--- config.mk ---
export PLATFORM = sky130hd
export DESIGN_NAME = process_table_round_robin_scheduler_core
export DESIGN_NICKNAME = d
export VERILOG_FILES = /design/src/design/ptrr_pkg.sv /design/src/design/ptrr_table.sv /design/src/design/process_table_round_robin_scheduler_core.sv
export SDC_FILE = /design/constraint.sdc
export NUM_CORES = 2
export LEC_CHECK = 0
export BUFFER_PORTS_ARGS = -buffer_cell sky130_fd_sc_hd__buf_2
export CORE_AREA = 8 8 353 355
export DETAILED_ROUTE_END_ITERATION = 12
export DIE_AREA = 0 0 361 363
export GPL_TIMING_DRIVEN = 0
export PLACE_DENSITY = 0.66
export SYNTH_ARGS = -nofsm -noshare
export SYNTH_HDL_FRONTEND = slang
export SYNTH_HIERARCHICAL = 1
export SYNTH_SLANG_ARGS = --single-unit
export TNS_END_PERCENT = 1
--- constraint.sdc ---
create_clock -name clk -period 16.04 [get_ports clk]
set_input_delay 4.01 -clock clk [delete_from_list [all_inputs] [get_ports clk]]
set_output_delay 4.01 -clock clk [all_outputs]
set_load 0.005 [all_outputs]
--- src/design/ptrr_pkg.sv ---
// ----------------------------------------------------------------------------
// ptrr_pkg: shared types and constants of the round-robin task scheduler
// Slot table geometry, command and status codes, slot states and the
// control group passed from the sequencer to the slot table.
// ----------------------------------------------------------------------------
`default_nettype none

package ptrr_pkg;

	localparam int SLOTS        = 16;
	localparam int SLOT_W       = (SLOTS > 1) ? $clog2(SLOTS) : 1;
	localparam int SLOT_FIELD_W = 4;
	localparam int ID_W         = 16;
	localparam int WORD_W       = 32;
	localparam int CMD_W        = 3;
	localparam int STATUS_W     = 2;

	localparam logic [CMD_W-1:0] CMD_CREATE   = 3'd0;
	localparam logic [CMD_W-1:0] CMD_DISPATCH = 3'd1;
	localparam logic [CMD_W-1:0] CMD_YIELD    = 3'd2;
	localparam logic [CMD_W-1:0] CMD_FINISH   = 3'd3;
	localparam logic [CMD_W-1:0] CMD_QUERY    = 3'd4;

	localparam logic [STATUS_W-1:0] STATUS_OK         = 2'd0;
	localparam logic [STATUS_W-1:0] STATUS_NONE       = 2'd1;
	localparam logic [STATUS_W-1:0] STATUS_NO_CURRENT = 2'd2;

	localparam logic [ID_W-1:0] ID_FIRST = 16'd1;
	localparam logic [ID_W-1:0] ID_LAST  = 16'hFFFF;

	typedef enum logic [1:0] {
		ST_UNUSED   = 2'd0,
		ST_READY    = 2'd1,
		ST_RUNNING  = 2'd2,
		ST_FINISHED = 2'd3
	} slot_state_t;

	typedef struct packed {
		logic [ID_W-1:0]   pid;
		logic [WORD_W-1:0] entry;
		logic [WORD_W-1:0] arg;
	} slot_data_t;

	typedef struct packed {
		logic        state_we;
		slot_state_t state_wd;
		logic        data_we;
	} tbl_req_t;

endpackage

`default_nettype wire

--- src/design/ptrr_table.sv ---
// ----------------------------------------------------------------------------
// ptrr_table: slot table of the scheduler
// Per-slot state in flops cleared by reset, plus a memory holding the id,
// entry word and argument word of each slot. One index serves all access.
// ----------------------------------------------------------------------------
`default_nettype none

module ptrr_table
	import ptrr_pkg::*;
(
	input  wire logic              clk,
	input  wire logic              arst_n,
	input  wire logic [SLOT_W-1:0] idx,
	input  wire tbl_req_t          req,
	input  wire slot_data_t        wdata,
	output slot_state_t            state_rd,
	output slot_data_t             rdata
);

	slot_state_t state_q [SLOTS];
	slot_data_t  mem [SLOTS];
	slot_data_t  rdata_q;

	// hold slot states; only reset clears them
	always_ff @(posedge clk or negedge arst_n) begin
		if (!arst_n) begin
			for (int i = 0; i < SLOTS; i++) begin
				state_q[i] <= ST_UNUSED;
			end
		end else if (req.state_we) begin
			state_q[idx] <= req.state_wd;
		end
	end

	// slot words: single port, registered read
	always_ff @(posedge clk) begin
		if (req.data_we) begin
			mem[idx] <= wdata;
		end
		rdata_q <= mem[idx];
	end

	assign state_rd = state_q[idx];
	assign rdata    = rdata_q;

endmodule

`default_nettype wire

--- src/design/process_table_round_robin_scheduler_core.sv ---
// ----------------------------------------------------------------------------
// process_table_round_robin_scheduler_core: round-robin task scheduler
// Create and dispatch search with the shared compare unit, one slot per cycle;
// create answers on the first unused slot, dispatch claims the first ready
// slot and goes on through READ and EMIT; a search that finds nothing ends once
// all SLOTS slots are visited. Yield, finish and query go through READ and EMIT;
// with no current task, or for an unknown command, the reply comes from IDLE.
// Throughput: one command at a time; busy stays high until the result.
// The result strobe lasts one cycle and cannot be stalled.
// Reset (arst_n low) clears all slot states and the current task, and sets the next id to ID_FIRST.
// ----------------------------------------------------------------------------
`default_nettype none

module process_table_round_robin_scheduler_core
	import ptrr_pkg::*;
(
	input  wire logic                    clk,
	input  wire logic                    arst_n,
	input  wire logic                    start,
	output logic                         busy,
	input  wire logic [CMD_W-1:0]        cmd,
	input  wire logic [WORD_W-1:0]       entry_addr,
	input  wire logic [WORD_W-1:0]       entry_arg,
	output logic                         done,
	output logic [STATUS_W-1:0]          status,
	output logic                         has_pid,
	output logic [ID_W-1:0]              pid,
	output logic [SLOT_FIELD_W-1:0]      slot,
	output logic [WORD_W-1:0]            out_entry,
	output logic [WORD_W-1:0]            out_arg
);

	// IDLE: wait for a command. SCAN: visit one slot per cycle.
	// READ: table memory read in flight. EMIT: build the result.
	typedef enum logic [1:0] {
		S_IDLE,
		S_SCAN,
		S_READ,
		S_EMIT
	} fsm_t;

	fsm_t              fsm_q;
	logic [CMD_W-1:0]  cmd_q;
	logic [WORD_W-1:0] addr_q;
	logic [WORD_W-1:0] arg_q;
	logic [SLOT_W-1:0] idx_q;
	logic [SLOT_W-1:0] cnt_q;
	logic              cur_valid_q;
	logic [SLOT_W-1:0] cur_slot_q;
	logic [ID_W-1:0]   next_id_q;

	logic                  done_q;
	logic [STATUS_W-1:0]   status_q;
	logic                  has_pid_q;
	logic [ID_W-1:0]       pid_q;
	logic [SLOT_FIELD_W-1:0] slot_q;
	logic [WORD_W-1:0]     entry_q;
	logic [WORD_W-1:0]     arg_out_q;

	slot_state_t state_rd;
	slot_data_t  rdata;
	slot_data_t  wdata;
	tbl_req_t    req;
	logic        is_create;
	logic        hit;
	logic [SLOT_W-1:0] idx_inc;
	logic [SLOT_W-1:0] cur_inc;

	// slot table: states in flops, words in a single-port memory
	ptrr_table u_table (
		.clk      (clk),
		.arst_n   (arst_n),
		.idx      (idx_q),
		.req      (req),
		.wdata    (wdata),
		.state_rd (state_rd),
		.rdata    (rdata)
	);

	// the shared compare unit: one slot state against the wanted state
	assign is_create = (cmd_q == CMD_CREATE);
	assign hit       = is_create ? (state_rd == ST_UNUSED) : (state_rd == ST_READY);

	// advance round-robin, wrapping at the table end
	assign idx_inc = (idx_q == SLOT_W'(SLOTS - 1)) ? '0 : idx_q + 1'b1;
	assign cur_inc = (cur_slot_q == SLOT_W'(SLOTS - 1)) ? '0 : cur_slot_q + 1'b1;

	assign wdata.pid   = next_id_q;
	assign wdata.entry = addr_q;
	assign wdata.arg   = arg_q;

	// table writes: claim on a scan hit, state update for yield and finish
	always_comb begin
		req.state_we = 1'b0;
		req.state_wd = ST_UNUSED;
		req.data_we  = 1'b0;
		case (fsm_q)
			S_SCAN: begin
				if (hit) begin
					req.state_we = 1'b1;
					req.state_wd = is_create ? ST_READY : ST_RUNNING;
					req.data_we  = is_create;
				end
			end
			S_READ: begin
				if (cmd_q == CMD_YIELD && state_rd == ST_RUNNING) begin
					req.state_we = 1'b1;
					req.state_wd = ST_READY;
				end else if (cmd_q == CMD_FINISH) begin
					req.state_we = 1'b1;
					req.state_wd = ST_FINISHED;
				end
			end
			default: begin
			end
		endcase
	end

	// sequencer and registered result
	always_ff @(posedge clk or negedge arst_n) begin
		if (!arst_n) begin
			fsm_q       <= S_IDLE;
			cmd_q       <= CMD_CREATE;
			addr_q      <= '0;
			arg_q       <= '0;
			idx_q       <= '0;
			cnt_q       <= '0;
			cur_valid_q <= 1'b0;
			cur_slot_q  <= '0;
			next_id_q   <= ID_FIRST;
			done_q      <= 1'b0;
			status_q    <= STATUS_OK;
			has_pid_q   <= 1'b0;
			pid_q       <= '0;
			slot_q      <= '0;
			entry_q     <= '0;
			arg_out_q   <= '0;
		end else begin
			// strobe lasts one cycle; result fields are cleared when a command is taken
			done_q    <= 1'b0;
			case (fsm_q)
				S_IDLE: begin
					if (start) begin
						cmd_q     <= cmd;
						addr_q    <= entry_addr;
						arg_q     <= entry_arg;
						cnt_q     <= '0;
						status_q  <= STATUS_OK;
						has_pid_q <= 1'b0;
						pid_q     <= '0;
						slot_q    <= '0;
						entry_q   <= '0;
						arg_out_q <= '0;
						case (cmd)
							CMD_CREATE: begin
								idx_q <= '0;
								fsm_q <= S_SCAN;
							end
							CMD_DISPATCH: begin
								// start after the current slot, or at slot zero
								idx_q <= cur_valid_q ? cur_inc : '0;
								fsm_q <= S_SCAN;
							end
							CMD_YIELD, CMD_FINISH, CMD_QUERY: begin
								if (cur_valid_q) begin
									idx_q <= cur_slot_q;
									fsm_q <= S_READ;
								end else begin
									status_q <= STATUS_NO_CURRENT;
									done_q   <= 1'b1;
								end
							end
							default: begin
								// unknown command: drop it, report ok
								done_q <= 1'b1;
							end
						endcase
					end
				end
				S_SCAN: begin
					if (hit) begin
						if (is_create) begin
							status_q  <= STATUS_OK;
							has_pid_q <= 1'b1;
							pid_q     <= next_id_q;
							slot_q    <= SLOT_FIELD_W'(idx_q);
							done_q    <= 1'b1;
							next_id_q <= (next_id_q == ID_LAST) ? ID_FIRST
							                                    : next_id_q + 1'b1;
							fsm_q     <= S_IDLE;
						end else begin
							cur_valid_q <= 1'b1;
							cur_slot_q  <= idx_q;
							fsm_q       <= S_READ;
						end
					end else if (cnt_q == SLOT_W'(SLOTS - 1)) begin
						// whole table visited: full, or nothing ready
						status_q <= STATUS_NONE;
						done_q   <= 1'b1;
						fsm_q    <= S_IDLE;
					end else begin
						idx_q <= idx_inc;
						cnt_q <= cnt_q + 1'b1;
					end
				end
				S_READ: begin
					fsm_q <= S_EMIT;
				end
				S_EMIT: begin
					status_q  <= STATUS_OK;
					has_pid_q <= 1'b1;
					pid_q     <= rdata.pid;
					slot_q    <= SLOT_FIELD_W'(idx_q);
					if (cmd_q == CMD_DISPATCH) begin
						entry_q   <= rdata.entry;
						arg_out_q <= rdata.arg;
					end
					done_q <= 1'b1;
					fsm_q  <= S_IDLE;
				end
				default: begin
					fsm_q <= S_IDLE;
				end
			endcase
		end
	end

	assign busy      = (fsm_q != S_IDLE);
	assign done      = done_q;
	assign status    = status_q;
	assign has_pid   = has_pid_q;
	assign pid       = pid_q;
	assign slot      = slot_q;
	assign out_entry = entry_q;
	assign out_arg   = arg_out_q;

endmodule

`default_nettype wire

==> impl_metrics.tcl <==
set metrics [dict create \
    dieArea_um2 131000 \
    syn_nets 2964 \
    synth_fa_ha_area_share_pct 0.170 \
    crit_fanout 18 \
    synth_xor_area_share_pct 0.193 \
    hold_ws_ns 0.438 \
    clockBufferDepth 3 \
    critical_path.top_delay_family "buffers and inverters" \
    utilization_pct 57.6 \
    clkTransAtPathRegs_ns 0.06 \
    crit_slowest_cell "clkbuf_1" \
    maxCapViolations 0 \
    drive_gt1_share_pct 30.1 \
    r2r_cells 15 \
    setup_viol 0 \
    cts_setup_buffers 0 \
    fp.dieW_um 361 \
    setup_tns_ns 0 \
    synth_top_family_by_area "multiplexers" \
    dr.first_iter.drc_count 3132 \
    grt_usage_pct 22.0 \
    hold_violations 0 \
    clock_skew_ns 0.0212 \
    status "finished clean" \
    rrSetupSlack_ns 9.15 \
    ys_async_sr_fraction_pct 13.8 \
    synth-compound-area-share_pct 3.87 \
    synthDistinctLibCells 62 \
    dp_cells 4659 \
    insertion_delay_ns 0.77 \
    synthFlopType "edfxtp_1" \
    cts_made_buffers 158 \
    p_per_area_nw_per_um2 177 \
    total_power_mw 12.2 \
    synth_edf_count 1280 \
    avgRoutedWirePerCell_um 29.2 \
    ctsRootBufferMaster "clkbuf_16" \
    syn-instance-count 2886 \
    grt_remaining_overflow 0 \
    grt_pass1_vias 31700 \
    worstReg2RegStart "idx_q[1]" \
    gp_congestion 0.767 \
    vdd_ir_drop_max_v 0.000128 \
    crit_arrival_ns 7.35 \
    min_path_type "reg2reg" \
    start_util_pct 49.6 \
    slew_headroom_pct 11.3 \
    portBuffers 158 \
    area_delta_synth_final_pct 16.2 \
    final_cell_area_um2 68600 \
    clock.fmax_ghz 0.145 \
    grt_pass1_wl_um 212000 \
    worst-slew-pin-transition_ns 1.33 \
    ys_seq_area_share_pct 77.1 \
    syn_avg_cell_area_um2 20.5 \
    path_buf_inv 8 \
    clock-sinks 1578 \
    num_io_pins 159 \
    grt_max_degree 93 \
    min_from "u_table/rdata[58]" \
    r2r-end "u_table/mem[4][9]" \
    drt_pass1_iterations 5 \
    via_count 29900 \
    critPathRequiredTime_ns 16.50 \
    cp-end-kind "flop" \
    fin_crit_sh_pct 42.9 \
    synth_warnings 6 \
    antenna_found_initial 4 \
    hold_depth 2 \
    drc 0 \
    pre_cts_ws_ns 9.31 \
    hpwl_um 94900 \
    max_stage_delay_ns 0.92 \
    crit_chain "buf_2, clkbuf_1, buf_2, mux4_2, a22oi_1, nand2_1, or4_4, buf_6, or2_4, inv_1, or3b_2, nor2_4, buf_12, buf_16, buf_12" \
    ys_seq_elements 1578 \
    synthMuxAreaShare_pct 14.7 \
    die_height_um 363 \
    routed_wl_um 145000 \
    via_per_inst 6.03 \
    synth_simple_gate_area_share_pct 2.73 \
    core_um2 119000 \
    holdPathEnd "out_entry[26]" \
    stdcell_count 4958 \
    cts_tree "yes" \
    rsz0062_at_grt "false" \
    htree_num_levels 4 \
    nets 3349 \
    drtAntennaViolNets 0 \
    startpoint_type "flop" \
    dpl_cell_area_um2 63400 \
    setup_slack_ns 9.15 \
    num_rows 127 \
    synth_area_um2 59000 \
    cts_resized 0 \
    slew_violations 0 \
    path_class "reg2reg" \
    cellLeakagePower_nw 23.2 \
    min_period_ns 6.89 \
    cts_hold_buf 0 \
]
## power by group
group          switching, mW  total, mW  internal, mW
combinational           1.59       2.74          1.15
sequential             0.543       5.75          5.21
clock                   1.54       3.67          2.13
## layout by cell type (no fill, tap or decap), types with 9 or more instances in the layout
cell type	instances
a22oi_1	141
a22oi_2	40
buf_1	23
buf_12	48
buf_16	18
buf_2	203
bufinv_16	12
clkbuf_1	113
clkbuf_16	161
clkbuf_8	17
clkinv_1	15
clkinv_2	28
dfrtp_1	217
dfxtp_1	80
edfxtp_1	1280
inv_1	11
mux2_1	9
mux2_2	102
mux4_2	328
nand2_1	260
nand3_1	15
nor2_1	31
nor2_4	16
o21ai_0	95
## worst max-delay path by stage
stage             start                  to  slack (ns)  cells after the start
6_report       idx_q[1]   u_table/mem[4][9]        9.15                     15
5_1_grt        idx_q[1]   u_table/mem[4][8]        9.08                     14
4_1_cts        idx_q[1]   u_table/mem[4][8]        9.24                     15
3_5_place_dp   idx_q[1]  u_table/mem[4][11]        9.31                     14
3_3_place_gp   idx_q[1]  u_table/mem[4][11]        2.79                     11
2_1_floorplan  idx_q[0]   u_table/mem[0][0]        8.91                     12
## cell type report
class | count | area (um^2)
multi-input combinational | 1143 | 12900
buffer | 154 | 723
antenna | 3 | 7.51
clock inverter | 73 | 772
tap | 1548 | 1940
fill | 8533 | 50400
sequential | 1578 | 45500
inverter | 11 | 41.3
clock buffer | 223 | 4430
timing repair buffer | 225 | 2260
## layer usage
layer	global-route usage, %	up-vias	wire, um
li1	-	12500	-
met1	29.1	15700	56500
met2	36.9	1382	71700
met3	4.58	262	12100
met4	7.37	0	4380
met5	0	-	0
## kinds of logic (layout without fill, tap and decap cells)
kind of cell,count (synthesis),count (layout)
flip-flops,1578,1578
multiplexers,442,442
AND/OR/NAND/NOR,371,371
AO/OA/AOI/OAI,309,309
buffers and inverters,165,686
XOR/XNOR,13,13
adder cells (fa/ha/maj),8,8
other,0,3
## state kept, by name (all words and copies together) (netlist names), 4 cells and up
name             cells
addr_q              32
u_table/mem       1280
u_table/state_q     32
slot                 4
cur_slot_q           4
arg_q               32
next_id_q           16
out_entry           32
u_table/rdata       80
pid                 16
out_arg             32
cnt_q                4
idx_q                4
## synthesized netlist by cell type, types with 2 or more instances
cell type  instances  share of area [%]
a21boi_0           2              0.025
a21o_1             2              0.025
a21oi_1            4              0.034
a22oi_1          141                1.8
a22oi_2           40               0.85
a31o_2             2              0.030
a31oi_1            3              0.032
and2_1             5              0.053
and3_1             4              0.042
buf_1             23               0.15
buf_2             46               0.39
buf_4              5              0.064
buf_6              7               0.13
clkbuf_1          72               0.46
dfrtp_1          217                9.2
dfxtp_1           80                2.7
edfxtp_1        1280                 65
ha_1               8               0.17
inv_1             11              0.070
mux2_1             9               0.17
mux2_2           102                1.9
mux2i_1            3              0.051
mux4_2           328                 13
nand2_1          260                1.7
nand2b_1           5              0.053
nand3_1           15               0.13
nand3b_1           7              0.089
nand4_1            3              0.032
nand4b_1           2              0.030
nor2_1            47               0.30
nor2b_1            3              0.032
nor3_1             4              0.034
nor4_4             3               0.11
o21a_1             3              0.038
o21ai_0           96               0.81
o22ai_1            2              0.021
o31ai_1            3              0.038
or2_2              4              0.042
xnor2_1            8               0.12
xor2_1             5              0.074
## worst reg2reg max path, cell delays in order (launching register included)
cell and delay (ns):
dfrtp_1 0.64, buf_2 0.52, clkbuf_1 0.92, buf_2 0.54, mux4_2 0.38, a22oi_1 0.20, nand2_1 0.22, or4_4 0.46
buf_6 0.17, or2_4 0.28, inv_1 0.27, or3b_2 0.62, nor2_4 0.65, buf_12 0.29, buf_16 0.20, buf_12 0.21
No activity file was read; power rests on OpenSTA's default activity.
